File: src/design/sql_token_lexer_defines.svh
// ---------------------------------------------------------------------------
// SQL token lexer - assertion macros
// Shared concurrent assertion forms, clocked on clk and disabled in reset.
// ---------------------------------------------------------------------------
`ifndef SQL_TOKEN_LEXER_DEFINES_SVH
`define SQL_TOKEN_LEXER_DEFINES_SVH

// Consequent must hold in the same cycle as the antecedent.
`define SQLT_ASSERT_SAME(lbl, ante, cons, msg) \
	lbl: assert property (@(posedge clk) disable iff (!arst_n) (ante) |-> (cons)) \
		else $error(msg);

// Consequent must hold in the cycle after the antecedent.
`define SQLT_ASSERT_NEXT(lbl, ante, cons, msg) \
	lbl: assert property (@(posedge clk) disable iff (!arst_n) (ante) |=> (cons)) \
		else $error(msg);

`endif

File: src/design/sqlt_pkg.sv
`timescale 1ns / 1ps
// ---------------------------------------------------------------------------
// SQL token lexer - package
// Beat types, token kinds, keyword table and small shared helpers.
// ---------------------------------------------------------------------------
package sqlt_pkg;

	localparam int unsigned DEF_MAX_INPUT_BYTES   = 65536;
	localparam int unsigned DEF_KEYWORD_MAX_CHARS = 8;

	// Characters kept for keyword matching; the longest keyword has 8.
	localparam int unsigned KW_CHARS  = 8;
	localparam int unsigned KW_IDX_W  = $clog2(KW_CHARS);
	localparam int unsigned KW_COUNT  = 17;
	localparam int unsigned WLEN_W    = 5;

	// Token slots per input beat: byte close/continue, punctuation, end close, END.
	localparam int unsigned SLOTS     = 4;
	localparam int unsigned SLOT_W    = $clog2(SLOTS);
	localparam int unsigned FIFO_DEPTH = 4;

	localparam logic [5:0] K_END    = 6'd0;
	localparam logic [5:0] K_IDENT  = 6'd1;
	localparam logic [5:0] K_NUMBER = 6'd2;
	localparam logic [5:0] K_STRING = 6'd3;
	localparam logic [5:0] K_KW0    = 6'd4;
	localparam logic [5:0] K_STAR   = 6'd21;
	localparam logic [5:0] K_COMMA  = 6'd22;
	localparam logic [5:0] K_LPAREN = 6'd23;
	localparam logic [5:0] K_RPAREN = 6'd24;
	localparam logic [5:0] K_DOT    = 6'd25;
	localparam logic [5:0] K_SEMI   = 6'd26;
	localparam logic [5:0] K_EQ     = 6'd27;
	localparam logic [5:0] K_NEQ    = 6'd28;
	localparam logic [5:0] K_LT     = 6'd29;
	localparam logic [5:0] K_LTE    = 6'd30;
	localparam logic [5:0] K_GT     = 6'd31;
	localparam logic [5:0] K_GTE    = 6'd32;

	// Keyword text, first character in the top byte, zero padded.
	localparam logic [63:0] KW_TEXT [KW_COUNT] = '{
		{"SELECT", 16'h0000}, {"FROM", 32'h0000_0000}, {"WHERE", 24'h00_0000},
		{"JOIN", 32'h0000_0000}, {"ON", 48'h0000_0000_0000},
		{"INSERT", 16'h0000}, {"INTO", 32'h0000_0000}, {"VALUES", 16'h0000},
		{"DELETE", 16'h0000}, {"CREATE", 16'h0000}, {"TABLE", 24'h00_0000},
		{"BEGIN", 24'h00_0000}, {"COMMIT", 16'h0000}, {"ROLLBACK"},
		{"EXPLAIN", 8'h00}, {"AND", 40'h00_0000_0000}, {"OR", 48'h0000_0000_0000}
	};
	localparam logic [3:0] KW_LEN [KW_COUNT] = '{
		4'd6, 4'd4, 4'd5, 4'd4, 4'd2, 4'd6, 4'd4, 4'd6, 4'd6,
		4'd6, 4'd5, 4'd5, 4'd6, 4'd8, 4'd7, 4'd3, 4'd2
	};

	typedef struct packed {
		logic [7:0] char_code;
		logic       has_char;
		logic       is_last;
	} lex_in_t;

	typedef struct packed {
		logic [5:0]  token_kind;
		logic [15:0] text_start;
		logic [15:0] text_length;
		logic        position_overflow;
		logic        last_result;
	} lex_out_t;

	typedef struct packed {
		logic [5:0]  kind;
		logic [15:0] start;
		logic [15:0] len;
	} tok_t;

	typedef struct packed {
		tok_t [SLOTS-1:0] tok;
		logic [SLOTS-1:0] valid;
		logic             ovf;
	} tok_group_t;

	function automatic logic [15:0] grow(input logic [15:0] v);
		return (v == 16'hFFFF) ? v : v + 16'd1;
	endfunction

	// Keyword lookup over the stored prefix; only the first len bytes count.
	function automatic logic [5:0] word_kind(input logic [63:0] prefix,
	                                         input logic [WLEN_W-1:0] len,
	                                         input logic too_long);
		logic [5:0]  kind;
		logic [63:0] mask;
		kind = K_IDENT;
		mask = '0;
		if (!too_long) begin
			for (int k = 0; k < KW_COUNT; k++) begin
				mask = ~({64{1'b1}} >> {KW_LEN[k], 3'b000});
				if (len == WLEN_W'(KW_LEN[k]) && ((prefix ^ KW_TEXT[k]) & mask) == 64'd0)
					kind = K_KW0 + 6'(k);
			end
		end
		return kind;
	endfunction

endpackage

File: src/design/sql_token_lexer.sv
`timescale 1ns / 1ps
// ---------------------------------------------------------------------------
// SQL token lexer - top level
// Byte stream in, (kind, start, length) tokens out, with a token group queue
// between the lexing front end and the token back end.
// ---------------------------------------------------------------------------
//  channel   | beat                  | handshake
//  ----------+-----------------------+-------------------------------
//  byte      | lex_in_t, one byte    | byte_valid / byte_stall
//  token     | lex_out_t, one token  | token_valid / token_stall
//
//  One byte beat is taken every cycle while the four-entry group queue has room.
//  A beat that yields k tokens (k up to 3) sends them one by one on the token port;
//  the back end sends one token per cycle from the queue head while not stalled.
//  A token passes from its byte beat through the group queue to the output register.
//  Asynchronous reset returns the lexer to idle at offset 0; no clearing pass.
//  Token stall backs up into the queue; byte stall rises only when it is full.
// ---------------------------------------------------------------------------
module sql_token_lexer #(
	parameter int unsigned MAX_INPUT_BYTES   = sqlt_pkg::DEF_MAX_INPUT_BYTES,
	parameter int unsigned KEYWORD_MAX_CHARS = sqlt_pkg::DEF_KEYWORD_MAX_CHARS
) (
	input  logic               clk,
	input  logic               arst_n,
	input  logic               byte_valid,
	output logic               byte_stall,
	input  sqlt_pkg::lex_in_t  byte_item,
	output logic               token_valid,
	input  logic               token_stall,
	output sqlt_pkg::lex_out_t token_item
);
	import sqlt_pkg::*;

	logic       q_full;
	logic       push;
	tok_group_t push_group;
	logic       pop;
	logic       head_valid;
	tok_group_t head_group;

	sqlt_front #(
		.MAX_INPUT_BYTES   (MAX_INPUT_BYTES),
		.KEYWORD_MAX_CHARS (KEYWORD_MAX_CHARS)
	) u_front (
		.clk        (clk),
		.arst_n     (arst_n),
		.byte_valid (byte_valid),
		.byte_stall (byte_stall),
		.byte_item  (byte_item),
		.q_full     (q_full),
		.push       (push),
		.push_group (push_group)
	);

	sqlt_fifo u_fifo (
		.clk        (clk),
		.arst_n     (arst_n),
		.push       (push),
		.push_group (push_group),
		.full       (q_full),
		.pop        (pop),
		.head_valid (head_valid),
		.head_group (head_group)
	);

	sqlt_back u_back (
		.clk         (clk),
		.arst_n      (arst_n),
		.head_valid  (head_valid),
		.head_group  (head_group),
		.pop         (pop),
		.token_valid (token_valid),
		.token_stall (token_stall),
		.token_item  (token_item)
	);

endmodule

File: src/design/sqlt_front.sv
`timescale 1ns / 1ps
// ---------------------------------------------------------------------------
// SQL token lexer - front end
// Takes one byte beat per cycle while the queue is not full, advances the lexer
// state and groups the tokens that the beat closes into one queue entry.
// ---------------------------------------------------------------------------
module sqlt_front #(
	parameter int unsigned MAX_INPUT_BYTES   = sqlt_pkg::DEF_MAX_INPUT_BYTES,
	parameter int unsigned KEYWORD_MAX_CHARS = sqlt_pkg::DEF_KEYWORD_MAX_CHARS
) (
	input  logic                 clk,
	input  logic                 arst_n,
	input  logic                 byte_valid,
	output logic                 byte_stall,
	input  sqlt_pkg::lex_in_t    byte_item,
	input  logic                 q_full,
	output logic                 push,
	output sqlt_pkg::tok_group_t push_group
);
	import sqlt_pkg::*;

	localparam int unsigned POS_LIMIT = (MAX_INPUT_BYTES - 1 > 65535) ? 65535
	                                                                  : MAX_INPUT_BYTES - 1;
	localparam int unsigned POS_W = $clog2(POS_LIMIT + 2);
	localparam int unsigned WL_W  = $clog2(KEYWORD_MAX_CHARS + 2);

	localparam logic [2:0] M_IDLE = 3'd0;
	localparam logic [2:0] M_WORD = 3'd1;
	localparam logic [2:0] M_NUM  = 3'd2;
	localparam logic [2:0] M_STR  = 3'd3;
	localparam logic [2:0] M_GT   = 3'd4;
	localparam logic [2:0] M_LT   = 3'd5;
	localparam logic [2:0] M_BANG = 3'd6;

	localparam logic [7:0] CH_QUOTE  = 8'h27;
	localparam logic [7:0] CH_STAR   = 8'h2A;
	localparam logic [7:0] CH_COMMA  = 8'h2C;
	localparam logic [7:0] CH_LPAREN = 8'h28;
	localparam logic [7:0] CH_RPAREN = 8'h29;
	localparam logic [7:0] CH_DOT    = 8'h2E;
	localparam logic [7:0] CH_SEMI   = 8'h3B;
	localparam logic [7:0] CH_EQ     = 8'h3D;
	localparam logic [7:0] CH_GT     = 8'h3E;
	localparam logic [7:0] CH_LT     = 8'h3C;
	localparam logic [7:0] CH_BANG   = 8'h21;
	localparam logic [7:0] CH_UNDER  = 8'h5F;

	logic [2:0]                   mode_q, mode_b;
	logic [POS_W-1:0]             pos_q, pos_n;
	logic [15:0]                  start_q, start_b;
	logic [15:0]                  run_q, run_b;
	logic [0:KW_CHARS-1][7:0]     prefix_q, prefix_b;
	logic [WL_W-1:0]              wlen_q, wlen_b;
	logic                         ovf_q, ovf_n;

	logic [7:0]  c;
	logic        is_upper, is_lower, is_letter, is_digit, is_wordch;
	logic [7:0]  up_c;
	logic [15:0] off;
	logic        taken;
	tok_t        tok0, tok1;
	logic        tok0_v, tok0_word, tok1_v;
	logic [5:0]  kw;
	logic [15:0] end_pos;
	logic        accept;

	assign c         = byte_item.char_code;
	assign is_upper  = (c >= 8'h41) && (c <= 8'h5A);
	assign is_lower  = (c >= 8'h61) && (c <= 8'h7A);
	assign is_letter = is_upper || is_lower;
	assign is_digit  = (c >= 8'h30) && (c <= 8'h39);
	assign is_wordch = is_letter || is_digit || (c == CH_UNDER);
	assign up_c      = is_lower ? c - 8'd32 : c;

	assign accept     = byte_valid && !q_full;
	assign byte_stall = q_full;

	// Byte step: continue or close the pending token, then start a new one.
	always_comb begin
		off       = '0;
		pos_n     = pos_q;
		ovf_n     = ovf_q;
		mode_b    = mode_q;
		start_b   = start_q;
		run_b     = run_q;
		prefix_b  = prefix_q;
		wlen_b    = wlen_q;
		taken     = 1'b0;
		tok0      = '0;
		tok0_v    = 1'b0;
		tok0_word = 1'b0;
		tok1      = '0;
		tok1_v    = 1'b0;
		if (byte_item.has_char) begin
			if (pos_q <= POS_W'(POS_LIMIT)) begin
				off   = 16'(pos_q);
				pos_n = pos_q + 1'b1;
			end else begin
				off   = 16'(POS_LIMIT);
				ovf_n = 1'b1;
			end
			unique case (mode_q) inside
				M_WORD: begin
					if (is_wordch) begin
						if (wlen_q < WL_W'(KW_CHARS))
							prefix_b[wlen_q[KW_IDX_W-1:0]] = up_c;
						if (wlen_q <= WL_W'(KEYWORD_MAX_CHARS))
							wlen_b = wlen_q + 1'b1;
						run_b = grow(run_q);
						taken = 1'b1;
					end
				end
				M_NUM: begin
					if (is_digit) begin
						run_b = grow(run_q);
						taken = 1'b1;
					end
				end
				M_STR: begin
					taken = 1'b1;
					if (c == CH_QUOTE) begin
						tok0   = '{K_STRING, start_q, run_q};
						tok0_v = 1'b1;
						mode_b = M_IDLE;
					end else begin
						run_b = grow(run_q);
					end
				end
				M_GT, M_LT, M_BANG: begin
					if (c == CH_EQ) begin
						tok0.kind  = (mode_q == M_GT) ? K_GTE : ((mode_q == M_LT) ? K_LTE : K_NEQ);
						tok0.start = start_q;
						tok0.len   = 16'd2;
						tok0_v     = 1'b1;
						mode_b     = M_IDLE;
						taken      = 1'b1;
					end
				end
				default: ;
			endcase
			if (!taken) begin
				// Close what is pending; a lone bang closes to nothing.
				unique case (mode_q)
					M_WORD: begin
						tok0      = '{K_IDENT, start_q, run_q};
						tok0_v    = 1'b1;
						tok0_word = 1'b1;
					end
					M_NUM: begin
						tok0   = '{K_NUMBER, start_q, run_q};
						tok0_v = 1'b1;
					end
					M_GT: begin
						tok0   = '{K_GT, start_q, 16'd1};
						tok0_v = 1'b1;
					end
					M_LT: begin
						tok0   = '{K_LT, start_q, 16'd1};
						tok0_v = 1'b1;
					end
					default: ;
				endcase
				mode_b  = M_IDLE;
				start_b = off;
				run_b   = 16'd1;
				if (is_letter || c == CH_UNDER) begin
					mode_b      = M_WORD;
					prefix_b[0] = up_c;
					wlen_b      = WL_W'(1);
				end else if (is_digit) begin
					mode_b = M_NUM;
				end else begin
					tok1.start = off;
					tok1.len   = 16'd1;
					unique case (c)
						CH_QUOTE: begin
							mode_b  = M_STR;
							start_b = (off < 16'(POS_LIMIT)) ? off + 16'd1 : 16'(POS_LIMIT);
							run_b   = 16'd0;
						end
						CH_STAR:   begin tok1.kind = K_STAR;   tok1_v = 1'b1; end
						CH_COMMA:  begin tok1.kind = K_COMMA;  tok1_v = 1'b1; end
						CH_LPAREN: begin tok1.kind = K_LPAREN; tok1_v = 1'b1; end
						CH_RPAREN: begin tok1.kind = K_RPAREN; tok1_v = 1'b1; end
						CH_DOT:    begin tok1.kind = K_DOT;    tok1_v = 1'b1; end
						CH_SEMI:   begin tok1.kind = K_SEMI;   tok1_v = 1'b1; end
						CH_EQ:     begin tok1.kind = K_EQ;     tok1_v = 1'b1; end
						CH_GT:     mode_b = M_GT;
						CH_LT:     mode_b = M_LT;
						CH_BANG:   mode_b = M_BANG;
						default: ;
					endcase
				end
			end
		end
	end

	// A word closed by this byte keeps its prefix unchanged, so one lookup on
	// the post-byte prefix serves both the byte close and the end close.
	assign kw = word_kind(prefix_b, WLEN_W'(wlen_b), wlen_b > WL_W'(KEYWORD_MAX_CHARS));
	assign end_pos = (pos_n > POS_W'(POS_LIMIT)) ? 16'(POS_LIMIT) : 16'(pos_n);

	always_comb begin
		push_group          = '0;
		push_group.ovf      = ovf_n;
		push_group.tok[0]   = tok0;
		if (tok0_word)
			push_group.tok[0].kind = kw;
		push_group.valid[0] = tok0_v;
		push_group.tok[1]   = tok1;
		push_group.valid[1] = tok1_v;
		if (byte_item.is_last) begin
			unique case (mode_b)
				M_WORD: begin
					push_group.tok[2]   = '{kw, start_b, run_b};
					push_group.valid[2] = 1'b1;
				end
				M_NUM: begin
					push_group.tok[2]   = '{K_NUMBER, start_b, run_b};
					push_group.valid[2] = 1'b1;
				end
				M_STR: begin
					push_group.tok[2]   = '{K_STRING, start_b, run_b};
					push_group.valid[2] = 1'b1;
				end
				M_GT: begin
					push_group.tok[2]   = '{K_GT, start_b, 16'd1};
					push_group.valid[2] = 1'b1;
				end
				M_LT: begin
					push_group.tok[2]   = '{K_LT, start_b, 16'd1};
					push_group.valid[2] = 1'b1;
				end
				default: ;
			endcase
			push_group.tok[3]   = '{K_END, end_pos, 16'd0};
			push_group.valid[3] = 1'b1;
		end
	end

	assign push = accept && (push_group.valid != '0);

	always_ff @(posedge clk or negedge arst_n) begin
		if (!arst_n) begin
			mode_q  <= M_IDLE;
			pos_q   <= '0;
			start_q <= '0;
			run_q   <= '0;
			wlen_q  <= '0;
			ovf_q   <= 1'b0;
		end else if (accept) begin
			if (byte_item.is_last) begin
				// End of text: back to the reset state for the next one.
				mode_q  <= M_IDLE;
				pos_q   <= '0;
				start_q <= '0;
				run_q   <= '0;
				wlen_q  <= '0;
				ovf_q   <= 1'b0;
			end else begin
				mode_q  <= mode_b;
				pos_q   <= pos_n;
				start_q <= start_b;
				run_q   <= run_b;
				wlen_q  <= wlen_b;
				ovf_q   <= ovf_n;
			end
		end
	end

	// Prefix bytes past the word length are never compared.
	always_ff @(posedge clk) begin
		if (accept)
			prefix_q <= prefix_b;
	end

endmodule

File: src/design/sqlt_fifo.sv
`timescale 1ns / 1ps
// ---------------------------------------------------------------------------
// SQL token lexer - token group queue
// Short register queue of token groups between front end and back end.
// ---------------------------------------------------------------------------
module sqlt_fifo (
	input  logic                 clk,
	input  logic                 arst_n,
	input  logic                 push,
	input  sqlt_pkg::tok_group_t push_group,
	output logic                 full,
	input  logic                 pop,
	output logic                 head_valid,
	output sqlt_pkg::tok_group_t head_group
);
	import sqlt_pkg::*;

	localparam int unsigned PTR_W = $clog2(FIFO_DEPTH);
	localparam int unsigned CNT_W = $clog2(FIFO_DEPTH + 1);

	tok_group_t       entry_q [FIFO_DEPTH];
	logic [PTR_W-1:0] wr_ptr_q, rd_ptr_q;
	logic [CNT_W-1:0] count_q;

	assign full       = (count_q == CNT_W'(FIFO_DEPTH));
	assign head_valid = (count_q != '0);
	assign head_group = entry_q[rd_ptr_q];

	always_ff @(posedge clk) begin
		if (push)
			entry_q[wr_ptr_q] <= push_group;
	end

	always_ff @(posedge clk or negedge arst_n) begin
		if (!arst_n) begin
			wr_ptr_q <= '0;
			rd_ptr_q <= '0;
			count_q  <= '0;
		end else begin
			if (push)
				wr_ptr_q <= (wr_ptr_q == PTR_W'(FIFO_DEPTH - 1)) ? '0 : wr_ptr_q + 1'b1;
			if (pop)
				rd_ptr_q <= (rd_ptr_q == PTR_W'(FIFO_DEPTH - 1)) ? '0 : rd_ptr_q + 1'b1;
			if (push && !pop)
				count_q <= count_q + 1'b1;
			else if (pop && !push)
				count_q <= count_q - 1'b1;
		end
	end

endmodule

File: src/design/sqlt_back.sv
`timescale 1ns / 1ps
`include "sql_token_lexer_defines.svh"
// ---------------------------------------------------------------------------
// SQL token lexer - back end
// Unpacks the head token group one token per beat into the output register.
// ---------------------------------------------------------------------------
module sqlt_back (
	input  logic                 clk,
	input  logic                 arst_n,
	input  logic                 head_valid,
	input  sqlt_pkg::tok_group_t head_group,
	output logic                 pop,
	output logic                 token_valid,
	input  logic                 token_stall,
	output sqlt_pkg::lex_out_t   token_item
);
	import sqlt_pkg::*;

	logic [SLOTS-1:0]  sent_q;
	logic [SLOTS-1:0]  pending, rest;
	logic [SLOT_W-1:0] pick;
	logic              found;
	logic              final_tok;
	logic              load;
	logic              out_valid_q;
	lex_out_t          out_q;

	// Lowest slot not yet sent goes next.
	always_comb begin
		pending = head_group.valid & ~sent_q;
		pick    = '0;
		found   = 1'b0;
		for (int i = 0; i < SLOTS; i++) begin
			if (pending[i] && !found) begin
				pick  = SLOT_W'(i);
				found = 1'b1;
			end
		end
		rest      = pending & ~(SLOTS'(1) << pick);
		final_tok = (rest == '0);
	end

	assign load = head_valid && (!out_valid_q || !token_stall);
	assign pop  = load && final_tok;

	always_ff @(posedge clk or negedge arst_n) begin
		if (!arst_n) begin
			out_valid_q <= 1'b0;
			sent_q      <= '0;
		end else begin
			if (load)
				out_valid_q <= 1'b1;
			else if (!token_stall)
				out_valid_q <= 1'b0;
			if (load)
				sent_q <= final_tok ? '0 : (sent_q | (SLOTS'(1) << pick));
		end
	end

	always_ff @(posedge clk) begin
		if (load) begin
			out_q.token_kind        <= head_group.tok[pick].kind;
			out_q.text_start        <= head_group.tok[pick].start;
			out_q.text_length       <= head_group.tok[pick].len;
			out_q.position_overflow <= head_group.ovf;
			out_q.last_result       <= final_tok;
		end
	end

	assign token_valid = out_valid_q;
	assign token_item  = out_q;

	`SQLT_ASSERT_SAME(a_pop_has_head, pop, head_valid, "pop with no queued group")
	`SQLT_ASSERT_SAME(a_head_pending, head_valid, (head_group.valid & ~sent_q) != '0, "queued group has no token left")
	`SQLT_ASSERT_NEXT(a_pop_clears_sent, pop, sent_q == '0, "sent mask kept after pop")

endmodule

File: config.mk
export PLATFORM = sky130hd
export DESIGN_NAME = sql_token_lexer
export DESIGN_NICKNAME = d
export VERILOG_FILES = /design/src/design/sqlt_pkg.sv /design/src/design/sql_token_lexer.sv /design/src/design/sqlt_front.sv /design/src/design/sqlt_fifo.sv /design/src/design/sqlt_back.sv
export VERILOG_INCLUDE_DIRS = /design/src /design/src/design
export SDC_FILE = /design/constraint.sdc
export NUM_CORES = 1
export LEC_CHECK = 0
export ABC_CLOCK_PERIOD_IN_PS = 9150
export BUFFER_PORTS_ARGS = -buffer_cell sky130_fd_sc_hd__buf_2
export CELL_PAD_IN_SITES_DETAIL_PLACEMENT = 1
export CELL_PAD_IN_SITES_GLOBAL_PLACEMENT = 1
export CORE_MARGIN = 2
export CORE_UTILIZATION = 56
export CTS_BUF_LIST = sky130_fd_sc_hd__clkbuf_4 sky130_fd_sc_hd__clkbuf_8
export CTS_CLUSTER_DIAMETER = 60
export DETAILED_ROUTE_END_ITERATION = 16
export GPL_ROUTABILITY_DRIVEN = 0
export PLACE_DENSITY_LB_ADDON = 0.1
export SLEW_MARGIN = 20
export SYNTH_ARGS = -nofsm -noshare
export SYNTH_HDL_FRONTEND = slang
export SYNTH_HIERARCHICAL = 1
export SYNTH_SLANG_ARGS = --single-unit
File: constraint.sdc
create_clock -name clk -period 9.15 [get_ports clk]
set_input_delay 1.3725 -clock clk [delete_from_list [all_inputs] [get_ports clk]]
set_output_delay 1.3725 -clock clk [all_outputs]
set_load 0.05 [all_outputs]
==> run metrics <==
P_int roughly 7.6 mW; routed vias/inst 6.57; pwr dens 287 nW/um^2; largest net degree at the start of global routing 100; post-route ant nets 0; Worst-Skew Late Latency about 0.78 ns; Synth Warn # 6; most frequent cells in the layout edfxtp_1 (732), nand2_1 (206), nor2_1 (172), mux4_2 (157), clkbuf_8 (140); Worst setup SP type input port; leakage 13.5 nW; Row Count 94; post-route design area around 40000 sq um; Starting Density about 56%; top_reg_cell synth edfxtp_1; sequential element share of the synthesized area around 64%; peak supply drop around 240 uV; wire per inst 27.8 um; Detailed Route WL 100 mm; CTS Buffer Depth 3; Synth area leader edfxtp_1; WP data arrival slightly below 8 ns; f_max 133 MHz; HP Class in -> async; status finished, final reports clean; commonest non-fill, non-tap cell in the layout edfxtp_1; H-tree depth 4; die area 68100 sq um; final setup fails 0; net switching component of the power 4.00 mW; Syn Area/Cell between 10 and 15 sq um; drt pass-1 iters 5; TritonCTS Buffers 132; drc violations 0; gr usage total 30.2%; first-pass GRT wire length ~150 mm; post-synth top area share 59.5%; Iter 0 DRT Violations 2572; Chip Height ~260 um; crit-path max FO 46; Setup CP Type in -> reg; asr flop ratio synth 8.61%; cts hold-fix bufs 0; # port buffers between 50 and 60; shortest period the worst path allows 7.52 ns; Area after DPL about 38000 sq um; Post-Synthesis Cells 2578; area delta synth->final 8.95%; total negative slack 0 ns; placeable core area between 60000 and 70000 sq um; share of layout cells above drive strength 1 about a fifth; WHS 0.384 ns; CTS Sinks 801; Critical Path RT around 9.6 ns; Final Non-Filler Cells ~3600; Seq pwr share 43.1%; GR Overflow Total 0; # placed instances 3365; leading post-synthesis cells by cell area edfxtp_1 (59%), mux4_2 (9.6%), dfrtp_1 (4.7%); crit end category flop; Sw Ratio between 30 and 40%; final hold viol count 0; # Max-Cap Violations 0; clock network fraction of design power about a quarter; postcts setup bufs 0; synth unique cells between 100 and 150; cts repair resizes 0; vias in the first global route 24800; #FFs+latches synth 801; RSZ-0062 raised after global routing false; Setup Skew ~0.034 ns; period utilization 82.2%; initial antenna violation count 3; via count 23700; mapped cell area 37000 sq um; die width ~260 um; Slew HR 27.2%; CTS tree built; I/O pin cnt between 50 and 60; root buf cell clkbuf_8; DP Wirelength roughly 64 mm; Worst Tran Pin Value 1.09 ns; count of flip-flops with a built-in enable after synthesis around 730; Slew Limit Fails 0; Clk pin slew, worst setup/hold paths 0.06 ns; nets 2664; Logic pwr share between 30% and 40%; Filler cells between 6000 and 7000
==> cell usage after synthesis, drive strengths merged (22+ instances only) <==
library cell	instances
dfrtp	69
mux4	157
a31oi	22
mux2	28
nor3	50
and2	32
edfxtp	732
nand4	45
and3	29
clkbuf	88
mux2i	40
o22ai	89
inv	37
nand2	207
nor2	172
a21oi	159
nand3	62
buf	122
o21ai	131
nand2b	26
==> worst max-delay path: stages <==
cell,delay (ns)
buf_2,0.48
o211ai_1,0.26
nor3_1,0.56
o32ai_2,0.14
buf_4,0.25
a21oi_1,0.19
o31a_1,0.14
buf_4,0.23
and2_1,0.83
nand2_1,0.70
inv_1,0.35
nand3_1,0.31
a21oi_1,0.46
o31a_1,0.36
and2_4,0.76
buf_4,0.49
==> worst paths after layout <==
kind / startpoint / endpoint / slack, ns / cells past startpoint
min in group clk: u_fifo/count_q[2] / u_fifo/count_q[2] / 0.50 / 1
worst max-delay path: byte_item[5] / u_fifo/entry_q[1][6] / 1.63 / 16
worst max register to register: u_front/mode_q[0] / u_fifo/entry_q[1][6] / 2.97 / 12
max in group asynchronous: arst_n / u_fifo/rd_ptr_q[1] / 7.49 / 2
worst min register to register: u_fifo/count_q[2] / u_fifo/count_q[2] / 0.50 / 1
worst min-delay path: arst_n / u_front/start_q[6] / 0.38 / 1
==> cells by family (layout without fill, tap and decap cells) <==
logic type                 after synthesis  after routing  synth area share [%]
AOI/OAI and AO/OA                      539            539                  9.69
xor gates and xnor gates                23             23                 0.545
adders and majority gates               15             15                 0.528
buffers and inverters                  249            371                  3.67
DFF                                    801            801                  64.1
muxes                                  225            225                  11.5
other                                    1             40                0.0101
and+or+nand+nor                        725            725                  9.91
==> routing by layer <==
metal  share of wire [%]  vias up  track usage, %
li1                    -    10200               -
met3                 6.5      235            5.44
met4                 3.4        2            11.1
met5               0.011        -               0
met2                  48      983            47.6
met1                  42    12200            42.5
==> area by class of cell <==
cell class / count / area [sq um] / share of cell area, %
inverter: 39 / 146 / 0.364
tap: 864 / 1080 / 2.68
timing repair buffer: 95 / 691 / 1.72
sequential: 801 / 23700 / 58.9
antenna: 1 / 2.50 / 0.00621
clock inverter: 50 / 283 / 0.702
clock buffer: 187 / 2280 / 5.66
multi-input combinational: 1566 / 12100 / 30.0
==> through the flow <==
step | power (mW) | setup slack [ns] | utilization, %
floorplan | 7.64 | 0.872 | -
global placement | 8.47 | 1.30 | 57.6
detailed placement | 8.60 | 1.06 | 57.6
CTS | 11.7 | 1.80 | 61.5
global route | 12.0 | 1.34 | 61.5
finish | 11.5 | 1.63 | 61.5
==> flip-flops by register name, indices dropped and copies added (netlist names), 3 cells and up <==
register	cells
u_back/sent_q	4
u_back/token_item	40
u_fifo/count_q	3
u_fifo/entry_q	628
u_front/mode_q	3
u_front/pos_q	17
u_front/prefix_q	64
u_front/run_q	16
u_front/start_q	16
u_front/wlen_q	4
==> power groups by stage <==
stage | sequential, mW | combinational (mW) | clock (mW)
after detailed placement | 5.05 | 3.55 | 0
after floorplan | 5.25 | 2.39 | 0
final | 4.98 | 3.54 | 3.03
after global routing | 5.04 | 3.77 | 3.24
after global placement | 5.00 | 3.47 | 0
after CTS | 4.98 | 3.58 | 3.09
Note: power is estimated with default switching activity, not from simulation.
